### config.mk
export PLATFORM = sky130hd
export DESIGN_NAME = rational_arithmetic_unit_flat
export DESIGN_NICKNAME = d
export VERILOG_FILES = /design/src/design/rau_pkg.sv /design/src/design/rau_in_if.sv /design/src/design/rau_out_if.sv /design/src/design/rau_div.sv /design/src/design/rational_arithmetic_unit.sv /design/src/flat_wrapper.sv
export SDC_FILE = /design/constraint.sdc
export NUM_CORES = 2
export LEC_CHECK = 0
export BUFFER_PORTS_ARGS = -buffer_cell sky130_fd_sc_hd__buf_2
export CELL_PAD_IN_SITES_DETAIL_PLACEMENT = 2
export CELL_PAD_IN_SITES_GLOBAL_PLACEMENT = 2
export CORE_MARGIN = 4
export CORE_UTILIZATION = 36
export DETAILED_ROUTE_END_ITERATION = 7
export PLACE_DENSITY = 0.78
export SLEW_MARGIN = 5
export SYNTH_ARGS = -nofsm -noshare
export SYNTH_HDL_FRONTEND = slang
export SYNTH_HIERARCHICAL = 1
export SYNTH_SLANG_ARGS = --single-unit
### constraint.sdc
create_clock -name clk_i -period 7.1 [get_ports clk_i]
set_input_delay 0.355 -clock clk_i [delete_from_list [all_inputs] [get_ports clk_i]]
set_output_delay 0.355 -clock clk_i [all_outputs]
set_load 0.02 [all_outputs]
### src/design/rau_pkg.sv
// Shared constants of the rational arithmetic unit.
// Kind and status codes, result field widths. No dependencies.
package rau_pkg;

  localparam int KIND_W   = 3;
  localparam int STATUS_W = 2;
  localparam int RES_W    = 33;

  localparam logic [KIND_W-1:0] KIND_ADD = 3'd0;
  localparam logic [KIND_W-1:0] KIND_SUB = 3'd1;
  localparam logic [KIND_W-1:0] KIND_MUL = 3'd2;
  localparam logic [KIND_W-1:0] KIND_DIV = 3'd3;
  localparam logic [KIND_W-1:0] KIND_RED = 3'd4;

  localparam logic [STATUS_W-1:0] STATUS_OK       = 2'd0;
  localparam logic [STATUS_W-1:0] STATUS_ZERO_DEN = 2'd1;
  localparam logic [STATUS_W-1:0] STATUS_DIV_ZERO = 2'd2;

endpackage

### src/design/rau_in_if.sv
// Input channel of the rational arithmetic unit: valid/ready plus one item.
// Depends on rau_pkg.
interface rau_in_if #(
  parameter int W = 16
) ();
  logic                        valid;
  logic                        ready;
  logic [rau_pkg::KIND_W-1:0]  kind;
  logic signed [W-1:0]         a_num;
  logic signed [W-1:0]         a_den;
  logic signed [W-1:0]         b_num;
  logic signed [W-1:0]         b_den;

  modport source (output valid, kind, a_num, a_den, b_num, b_den, input ready);
  modport sink   (input valid, kind, a_num, a_den, b_num, b_den, output ready);
endinterface

### src/design/rau_out_if.sv
// Output channel of the rational arithmetic unit: valid/ready plus one result item.
// Depends on rau_pkg.
interface rau_out_if ();
  logic                          valid;
  logic                          ready;
  logic signed [rau_pkg::RES_W-1:0] res_num;
  logic signed [rau_pkg::RES_W-1:0] res_den;
  logic [rau_pkg::STATUS_W-1:0]  status;

  modport source (output valid, res_num, res_den, status, input ready);
  modport sink   (input valid, res_num, res_den, status, output ready);
endinterface

### src/design/rau_div.sv
// Bit-serial signed divider with truncating quotient and remainder.
// One quotient bit per cycle. Depends on rau_pkg.
module rau_div #(
  parameter int W = 16
) (
  input  logic                            clk_i,
  input  logic                            rst_ni,
  input  logic                            start_i,
  input  logic signed [W-1:0]             dividend_i,
  input  logic signed [W-1:0]             divisor_i,
  output logic                            done_o,
  output logic signed [rau_pkg::RES_W-1:0] quo_o,
  output logic signed [W-1:0]             rem_o
);

  localparam int CW = $clog2(W);

  logic          busy_q, done_q;
  logic [CW-1:0] cnt_q;
  logic [W-1:0]  rem_q, quo_q, dvs_q;
  logic          qneg_q, rneg_q;
  logic [W-1:0]  dvd_mag, dvs_mag;
  logic [W:0]    shifted, diff;

  assign dvd_mag = dividend_i[W-1] ? (~dividend_i + 1'b1) : dividend_i;
  assign dvs_mag = divisor_i[W-1]  ? (~divisor_i + 1'b1)  : divisor_i;
  assign shifted = {rem_q, quo_q[W-1]};
  assign diff    = shifted - {1'b0, dvs_q};

  always_ff @(posedge clk_i or negedge rst_ni) begin
    if (!rst_ni) begin
      busy_q <= 1'b0;
      done_q <= 1'b0;
      cnt_q  <= '0;
    end else begin
      done_q <= 1'b0;
      if (start_i) begin
        busy_q <= 1'b1;
        cnt_q  <= CW'(W - 1);
      end else if (busy_q) begin
        cnt_q <= cnt_q - 1'b1;
        if (cnt_q == '0) begin
          busy_q <= 1'b0;
          done_q <= 1'b1;
        end
      end
    end
  end

  always_ff @(posedge clk_i) begin
    if (start_i) begin
      rem_q  <= '0;
      quo_q  <= dvd_mag;
      dvs_q  <= dvs_mag;
      qneg_q <= dividend_i[W-1] ^ divisor_i[W-1];
      rneg_q <= dividend_i[W-1];
    end else if (busy_q) begin
      if (!diff[W]) begin
        rem_q <= diff[W-1:0];
        quo_q <= {quo_q[W-2:0], 1'b1};
      end else begin
        rem_q <= shifted[W-1:0];
        quo_q <= {quo_q[W-2:0], 1'b0};
      end
    end
  end

  assign done_o = done_q;
  assign quo_o  = qneg_q ? -$signed(rau_pkg::RES_W'(quo_q)) : $signed(rau_pkg::RES_W'(quo_q));
  assign rem_o  = rneg_q ? $signed(~rem_q + 1'b1) : $signed(rem_q);

endmodule

### src/design/rational_arithmetic_unit.sv
// Rational arithmetic unit: top level with sequencer, shared multiplier and divider.
// Depends on rau_pkg, rau_in_if, rau_out_if and rau_div.
//
// Add, subtract, multiply and divide of two fractions make three passes
// through the single registered multiplier. Reduce runs the Euclidean gcd
// on the bit-serial divider, one division per remainder step, then divides
// numerator and denominator by the gcd. Errors and unused kinds go straight
// to the done state. The input is ready only while no item is in work; a
// finished result waits in the output register, so the next item can be
// taken before it is read.
module rational_arithmetic_unit #(
  parameter int OPERAND_WIDTH = 16
) (
  input  logic         clk_i,
  input  logic         rst_ni,
  rau_in_if.sink       in_i,
  rau_out_if.source    out_o
);

  localparam int W  = OPERAND_WIDTH;
  localparam int RW = rau_pkg::RES_W;

  localparam logic [3:0] S_IDLE = 4'd0;
  localparam logic [3:0] S_M0   = 4'd1;
  localparam logic [3:0] S_M1   = 4'd2;
  localparam logic [3:0] S_M2   = 4'd3;
  localparam logic [3:0] S_M3   = 4'd4;
  localparam logic [3:0] S_GST  = 4'd5;
  localparam logic [3:0] S_GWT  = 4'd6;
  localparam logic [3:0] S_QNST = 4'd7;
  localparam logic [3:0] S_QNWT = 4'd8;
  localparam logic [3:0] S_QDST = 4'd9;
  localparam logic [3:0] S_QDWT = 4'd10;
  localparam logic [3:0] S_DONE = 4'd11;

  logic [3:0]                   state_q, state_d;
  logic [rau_pkg::KIND_W-1:0]   kind_q;
  logic signed [W-1:0]          an_q, ad_q, bn_q, bd_q, x_q, y_q;
  logic signed [RW-1:0]         prod_q, num_q, den_q;
  logic [rau_pkg::STATUS_W-1:0] status_q;
  logic                         out_valid_q;
  logic signed [RW-1:0]         out_num_q, out_den_q;
  logic [rau_pkg::STATUS_W-1:0] out_status_q;

  logic                 accept, kind_ok, zero_den, div_zero, out_load;
  logic signed [W-1:0]  mul_a, mul_b;
  logic signed [2*W-1:0] prod;
  logic                 div_start, div_done;
  logic signed [W-1:0]  div_dvd, div_dvs, div_rem;
  logic signed [RW-1:0] div_quo;

  assign in_i.ready = (state_q == S_IDLE);
  assign accept     = in_i.valid && in_i.ready;

  assign kind_ok  = (in_i.kind <= rau_pkg::KIND_RED);
  assign zero_den = (in_i.a_den == '0) ||
                    ((in_i.kind != rau_pkg::KIND_RED) && (in_i.b_den == '0));
  assign div_zero = (in_i.kind == rau_pkg::KIND_DIV) && (in_i.b_num == '0);

  // Shared multiplier operand select
  always_comb begin
    mul_a = an_q;
    mul_b = bd_q;
    unique case (state_q)
      S_M0: begin
        mul_a = an_q;
        mul_b = (kind_q == rau_pkg::KIND_MUL) ? bn_q : bd_q;
      end
      S_M1: begin
        mul_a = bn_q;
        mul_b = ad_q;
      end
      S_M2: begin
        mul_a = ad_q;
        mul_b = (kind_q == rau_pkg::KIND_DIV) ? bn_q : bd_q;
      end
      default: begin
        mul_a = an_q;
        mul_b = bd_q;
      end
    endcase
  end

  assign prod = mul_a * mul_b;

  assign div_start = (state_q == S_GST) || (state_q == S_QNST) || (state_q == S_QDST);
  assign div_dvd   = (state_q == S_GST) ? x_q : (state_q == S_QNST) ? an_q : ad_q;
  assign div_dvs   = (state_q == S_GST) ? y_q : x_q;

  rau_div #(
    .W (W)
  ) u_div (
    .clk_i      (clk_i),
    .rst_ni     (rst_ni),
    .start_i    (div_start),
    .dividend_i (div_dvd),
    .divisor_i  (div_dvs),
    .done_o     (div_done),
    .quo_o      (div_quo),
    .rem_o      (div_rem)
  );

  assign out_load = (state_q == S_DONE) && (!out_valid_q || out_o.ready);

  always_comb begin
    state_d = state_q;
    unique case (state_q)
      S_IDLE: begin
        if (accept) begin
          if (!kind_ok || zero_den || div_zero) begin
            state_d = S_DONE;
          end else if (in_i.kind == rau_pkg::KIND_RED) begin
            state_d = S_GST;
          end else begin
            state_d = S_M0;
          end
        end
      end
      S_M0:   state_d = S_M1;
      S_M1:   state_d = S_M2;
      S_M2:   state_d = S_M3;
      S_M3:   state_d = S_DONE;
      S_GST:  state_d = S_GWT;
      S_GWT: begin
        if (div_done) begin
          state_d = (div_rem == '0) ? S_QNST : S_GST;
        end
      end
      S_QNST: state_d = S_QNWT;
      S_QNWT: begin
        if (div_done) begin
          state_d = S_QDST;
        end
      end
      S_QDST: state_d = S_QDWT;
      S_QDWT: begin
        if (div_done) begin
          state_d = S_DONE;
        end
      end
      S_DONE: begin
        if (out_load) begin
          state_d = S_IDLE;
        end
      end
      default: state_d = S_IDLE;
    endcase
  end

  always_ff @(posedge clk_i or negedge rst_ni) begin
    if (!rst_ni) begin
      state_q     <= S_IDLE;
      out_valid_q <= 1'b0;
    end else begin
      state_q <= state_d;
      if (out_load) begin
        out_valid_q <= 1'b1;
      end else if (out_o.ready) begin
        out_valid_q <= 1'b0;
      end
    end
  end

  always_ff @(posedge clk_i) begin
    if (accept) begin
      kind_q <= in_i.kind;
      an_q   <= in_i.a_num;
      ad_q   <= in_i.a_den;
      bn_q   <= in_i.b_num;
      bd_q   <= in_i.b_den;
      x_q    <= in_i.a_num;
      y_q    <= in_i.a_den;
      num_q  <= '0;
      den_q  <= '0;
      if (kind_ok && zero_den) begin
        status_q <= rau_pkg::STATUS_ZERO_DEN;
      end else if (kind_ok && div_zero) begin
        status_q <= rau_pkg::STATUS_DIV_ZERO;
      end else begin
        status_q <= rau_pkg::STATUS_OK;
      end
    end
    prod_q <= RW'(prod);
    unique case (state_q)
      S_M1: num_q <= prod_q;
      S_M2: begin
        if (kind_q == rau_pkg::KIND_ADD) begin
          num_q <= num_q + prod_q;
        end else if (kind_q == rau_pkg::KIND_SUB) begin
          num_q <= num_q - prod_q;
        end
      end
      S_M3: den_q <= prod_q;
      S_GWT: begin
        if (div_done) begin
          x_q <= y_q;
          y_q <= div_rem;
        end
      end
      S_QNWT: begin
        if (div_done) begin
          num_q <= div_quo;
        end
      end
      S_QDWT: begin
        if (div_done) begin
          den_q <= div_quo;
        end
      end
      default: ;
    endcase
    if (out_load) begin
      out_num_q    <= num_q;
      out_den_q    <= den_q;
      out_status_q <= status_q;
    end
  end

  assign out_o.valid   = out_valid_q;
  assign out_o.res_num = out_num_q;
  assign out_o.res_den = out_den_q;
  assign out_o.status  = out_status_q;

endmodule
### src/flat_wrapper.sv
// flat-port wrapper written by rule: the top's interface ports become plain ports
module rational_arithmetic_unit_flat 
#(
  parameter int OPERAND_WIDTH = 16
)
  (clk_i, rst_ni, in_i_valid, in_i_kind, in_i_a_num, in_i_a_den, in_i_b_num, in_i_b_den, in_i_ready, out_o_valid, out_o_res_num, out_o_res_den, out_o_status, out_o_ready);
  rau_in_if in_i_i ();
  rau_out_if out_o_i ();
  input  logic clk_i;
  input  logic rst_ni;
  input wire logic [$bits(in_i_i.valid)-1:0] in_i_valid;
  input wire logic [$bits(in_i_i.kind)-1:0] in_i_kind;
  input wire logic [$bits(in_i_i.a_num)-1:0] in_i_a_num;
  input wire logic [$bits(in_i_i.a_den)-1:0] in_i_a_den;
  input wire logic [$bits(in_i_i.b_num)-1:0] in_i_b_num;
  input wire logic [$bits(in_i_i.b_den)-1:0] in_i_b_den;
  output wire logic [$bits(in_i_i.ready)-1:0] in_i_ready;
  output wire logic [$bits(out_o_i.valid)-1:0] out_o_valid;
  output wire logic [$bits(out_o_i.res_num)-1:0] out_o_res_num;
  output wire logic [$bits(out_o_i.res_den)-1:0] out_o_res_den;
  output wire logic [$bits(out_o_i.status)-1:0] out_o_status;
  input wire logic [$bits(out_o_i.ready)-1:0] out_o_ready;
  assign in_i_i.valid = in_i_valid;
  assign in_i_i.kind = in_i_kind;
  assign in_i_i.a_num = in_i_a_num;
  assign in_i_i.a_den = in_i_a_den;
  assign in_i_i.b_num = in_i_b_num;
  assign in_i_i.b_den = in_i_b_den;
  assign in_i_ready = in_i_i.ready;
  assign out_o_valid = out_o_i.valid;
  assign out_o_res_num = out_o_i.res_num;
  assign out_o_res_den = out_o_i.res_den;
  assign out_o_status = out_o_i.status;
  assign out_o_i.ready = out_o_ready;
  rational_arithmetic_unit #(.OPERAND_WIDTH(OPERAND_WIDTH)) u_core (.clk_i(clk_i), .rst_ni(rst_ni), .in_i(in_i_i), .out_o(out_o_i));
endmodule
==> key figures <==
Job
  • Max_cap viols: 0

Routing
  • Drt drc: 0
  • Detail Route Antenna Nets: 0
  • Drt wl/cell: 26.0 microns
  • First drt pass iteration count: 8
  • Starting DRT DRC Count: 1,714
  • Routed vias: 24,626
  • Total Routed Length: 114,000 microns
  • Vias per cell: 5.61

GRT
  • Global route total overflow: 0
  • GRT Util Overall: 26.5%
  • Initial antenna violation count: 1
  • Vias in the first global route: roughly 27,000
  • Largest net degree at the start of global routing: 79
  • First-pass GRT wire length: 170,000 microns

Worst setup path
  • Critical path's most frequent cell: fa_1
  • Req. time, crit path: 7590 ps
  • Max incr delay on CP: 560 ps
  • Crit path max-delay cell type: fa_1
  • Buf+Inv Stages, Crit Path: 5
  • Crit-path max FO: 8
  • Crit path DAT: 7830 ps
  • Crit-path leading delay family: adder cells
  • Worst setup EP type: flop
  • Critical path type: reg -> reg
  • Startpoint types: flop

Synth
  • FF+latch count, synth: 328
  • Synthesized cell area: 28,300 sq um
  • Syn avg cell area: 9.18 sq um
  • Syn Inst Count: 3,087
  • EDFF count, synth: 171
  • Synth cell types: 92
  • Main synth FF type: edfxtp_1
  • Ys Warns: 6
  • Register area share after synthesis: 29.4%
  • Post-synth ARST share: 3.35%
  • Synth Net Count: 3,591

Finish
  • Most frequent cells in the layout: inv_1, nor2_1, nand2_1
  • Commonest non-fill, non-tap cell in the layout: inv_1
  • Layout Area Growth over Synthesis: 17.2%
  • Layout filler cell count: between 8,000 and 9,000
  • Fin nets: 3,824
  • Fin util: about 43%
  • Final instance area: 33,200 sq um
  • Diode count: 0
  • Layout cells sized above 1: 14.8%

Outcome
  • Failing checks: negative setup slack
  • Status: finished with violations

STA
  • RSZ-0062 raised after global routing: yes
  • Final setup margin: -245 ps
  • Slew HR: 9.06%
  • Max Freq: 136 MHz
  • Clk_skew: 30.9 ps
  • Final Hold Fails: 0
  • Final worst path period need: around 7300 ps
  • Actual slew at the worst max-slew pin: 1360 ps
  • Final worst-path cycle share: 103%
  • Worst hold slack: 20.6 ps
  • Fin. max-slew vios: 0
  • Final Setup Violations: 6

CTS
  • Clock transition at the registers of the reported paths: 60 ps
  • Clk_lat worst skew: 580 ps
  • Clock sink count: 328
  • H-tree Lvls: 2
  • TritonCTS buffer count: 40
  • Max clock buf depth: 3
  • Clock tree root driver cell: clkbuf_16
  • CTS tree: built

Place
  • Final GP Congestion: between 0.9 and 1
  • Placed inst area: 30,800 sq um
  • HPWL after DPL: 89,400 microns
  • Count of input and output buffers: 140

Die
  • Initial core utilization: 36.5%
  • Vert. Die Dim: 289 microns
  • # rows: 102
  • Placeable Area: between 70,000 and 80,000 sq um
  • Boundary pin count: 141
  • Die span in x: 289 microns
  • Die footprint: 83,300 sq um

Worst hold path
  • Min-delay worst type: in -> reg
## per-layer routing
metal,vias to the layer above,part of all wire (%),track usage (%)
li1,10964,-,-
met1,12879,43,33.6
met2,607,50,47.8
met3,176,4.0,3.16
met4,0,3.2,7.38
met5,-,0,0
## registers in the layout (all words and copies together) (netlist names), 32 cells and up
| signal | count |
|---|---|
| u_core/den_q | 33 |
| u_core/num_q | 33 |
| u_core/out_o.res_den | 33 |
| u_core/out_o.res_num | 33 |
| u_core/prod_q | 32 |
## metrics by stage
| stage | setup TNS, ps | setup slack (ps) | cells |
|---|---|---|---|
| floorplan | 0 | 3.70 | 3087 |
| global placement | 0 | 91.0 | 4236 |
| detailed placement | -1220 | -355 | 4236 |
| CTS | -94.9 | -91.4 | 4358 |
| global route | -3000 | -474 | 4392 |
| finish | -919 | -245 | 4392 |
## cell families (layout without fill, tap and decap cells)
kind of cell	after synthesis	count (layout)	synth area share, %
AND/OR/NAND/NOR	937	937	15.0
adder cells (fa/ha/maj)	433	433	26.1
multiplexers	73	73	2.65
buffers and inverters	530	795	7.19
AO/OA/AOI/OAI	651	651	15.4
flip-flops	328	328	29.4
XOR/XNOR	135	135	4.26
## Yosys cell counts, types with 24 or more instances
cell / instances / area (sq um)
edfxtp_1: 171 / 5130
inv_1: 376 / 1410
a221o_1: 48 / 480
nor2_1: 331 / 1240
clkbuf_1: 111 / 417
a21o_1: 47 / 353
nor4_1: 24 / 150
nand2b_1: 53 / 332
o21ai_0: 145 / 726
ha_1: 168 / 2100
nand2_1: 326 / 1220
a21oi_1: 178 / 891
nor3_1: 37 / 185
mux2i_1: 56 / 561
fa_1: 265 / 5310
xnor2_1: 96 / 841
o31ai_1: 24 / 180
dfxtp_1: 146 / 2920
xor2_1: 37 / 324
## repair_timing
item	CTS	global route
gates cloned	0	2
endpoints found under the hold margin	51	0
pin swaps	8	83
hold buffers	41	0
endpoints found under the setup margin	7	11
setup buffers	7	33
gates resized for setup	12	71
## final cells by class
cell class,instances,area (sq um),share of cell area (%)
multi-input combinational,2229,18400,55.3
sequential,328,8330,25.1
timing repair buffer,340,2490,7.49
inverter,381,1430,4.31
tap,1040,1300,3.92
clock buffer,59,1160,3.51
clock inverter,15,148,0.444
## path summary, 6_finish.rpt
kind	from	endpoint	slack, ps	depth (start not counted)
min reg2reg	u_core/den_q[6]	u_core/out_o.res_den[6]	440	0
max reg2reg	u_core/kind_q[0]	u_core/prod_q[28]	-240	27
max in group asynchronous	rst_ni	u_core/state_q[1]	6600	2
max	u_core/kind_q[0]	u_core/prod_q[28]	-240	27
min in group asynchronous	rst_ni	u_core/u_div/cnt_q[1]	220	2
min	in_i_a_num[4]	u_core/an_q[4]	20	1
Power is left out: the tool's default activity adds up to more than one toggle a clock period on the data nets, which glitch-free logic cannot reach.
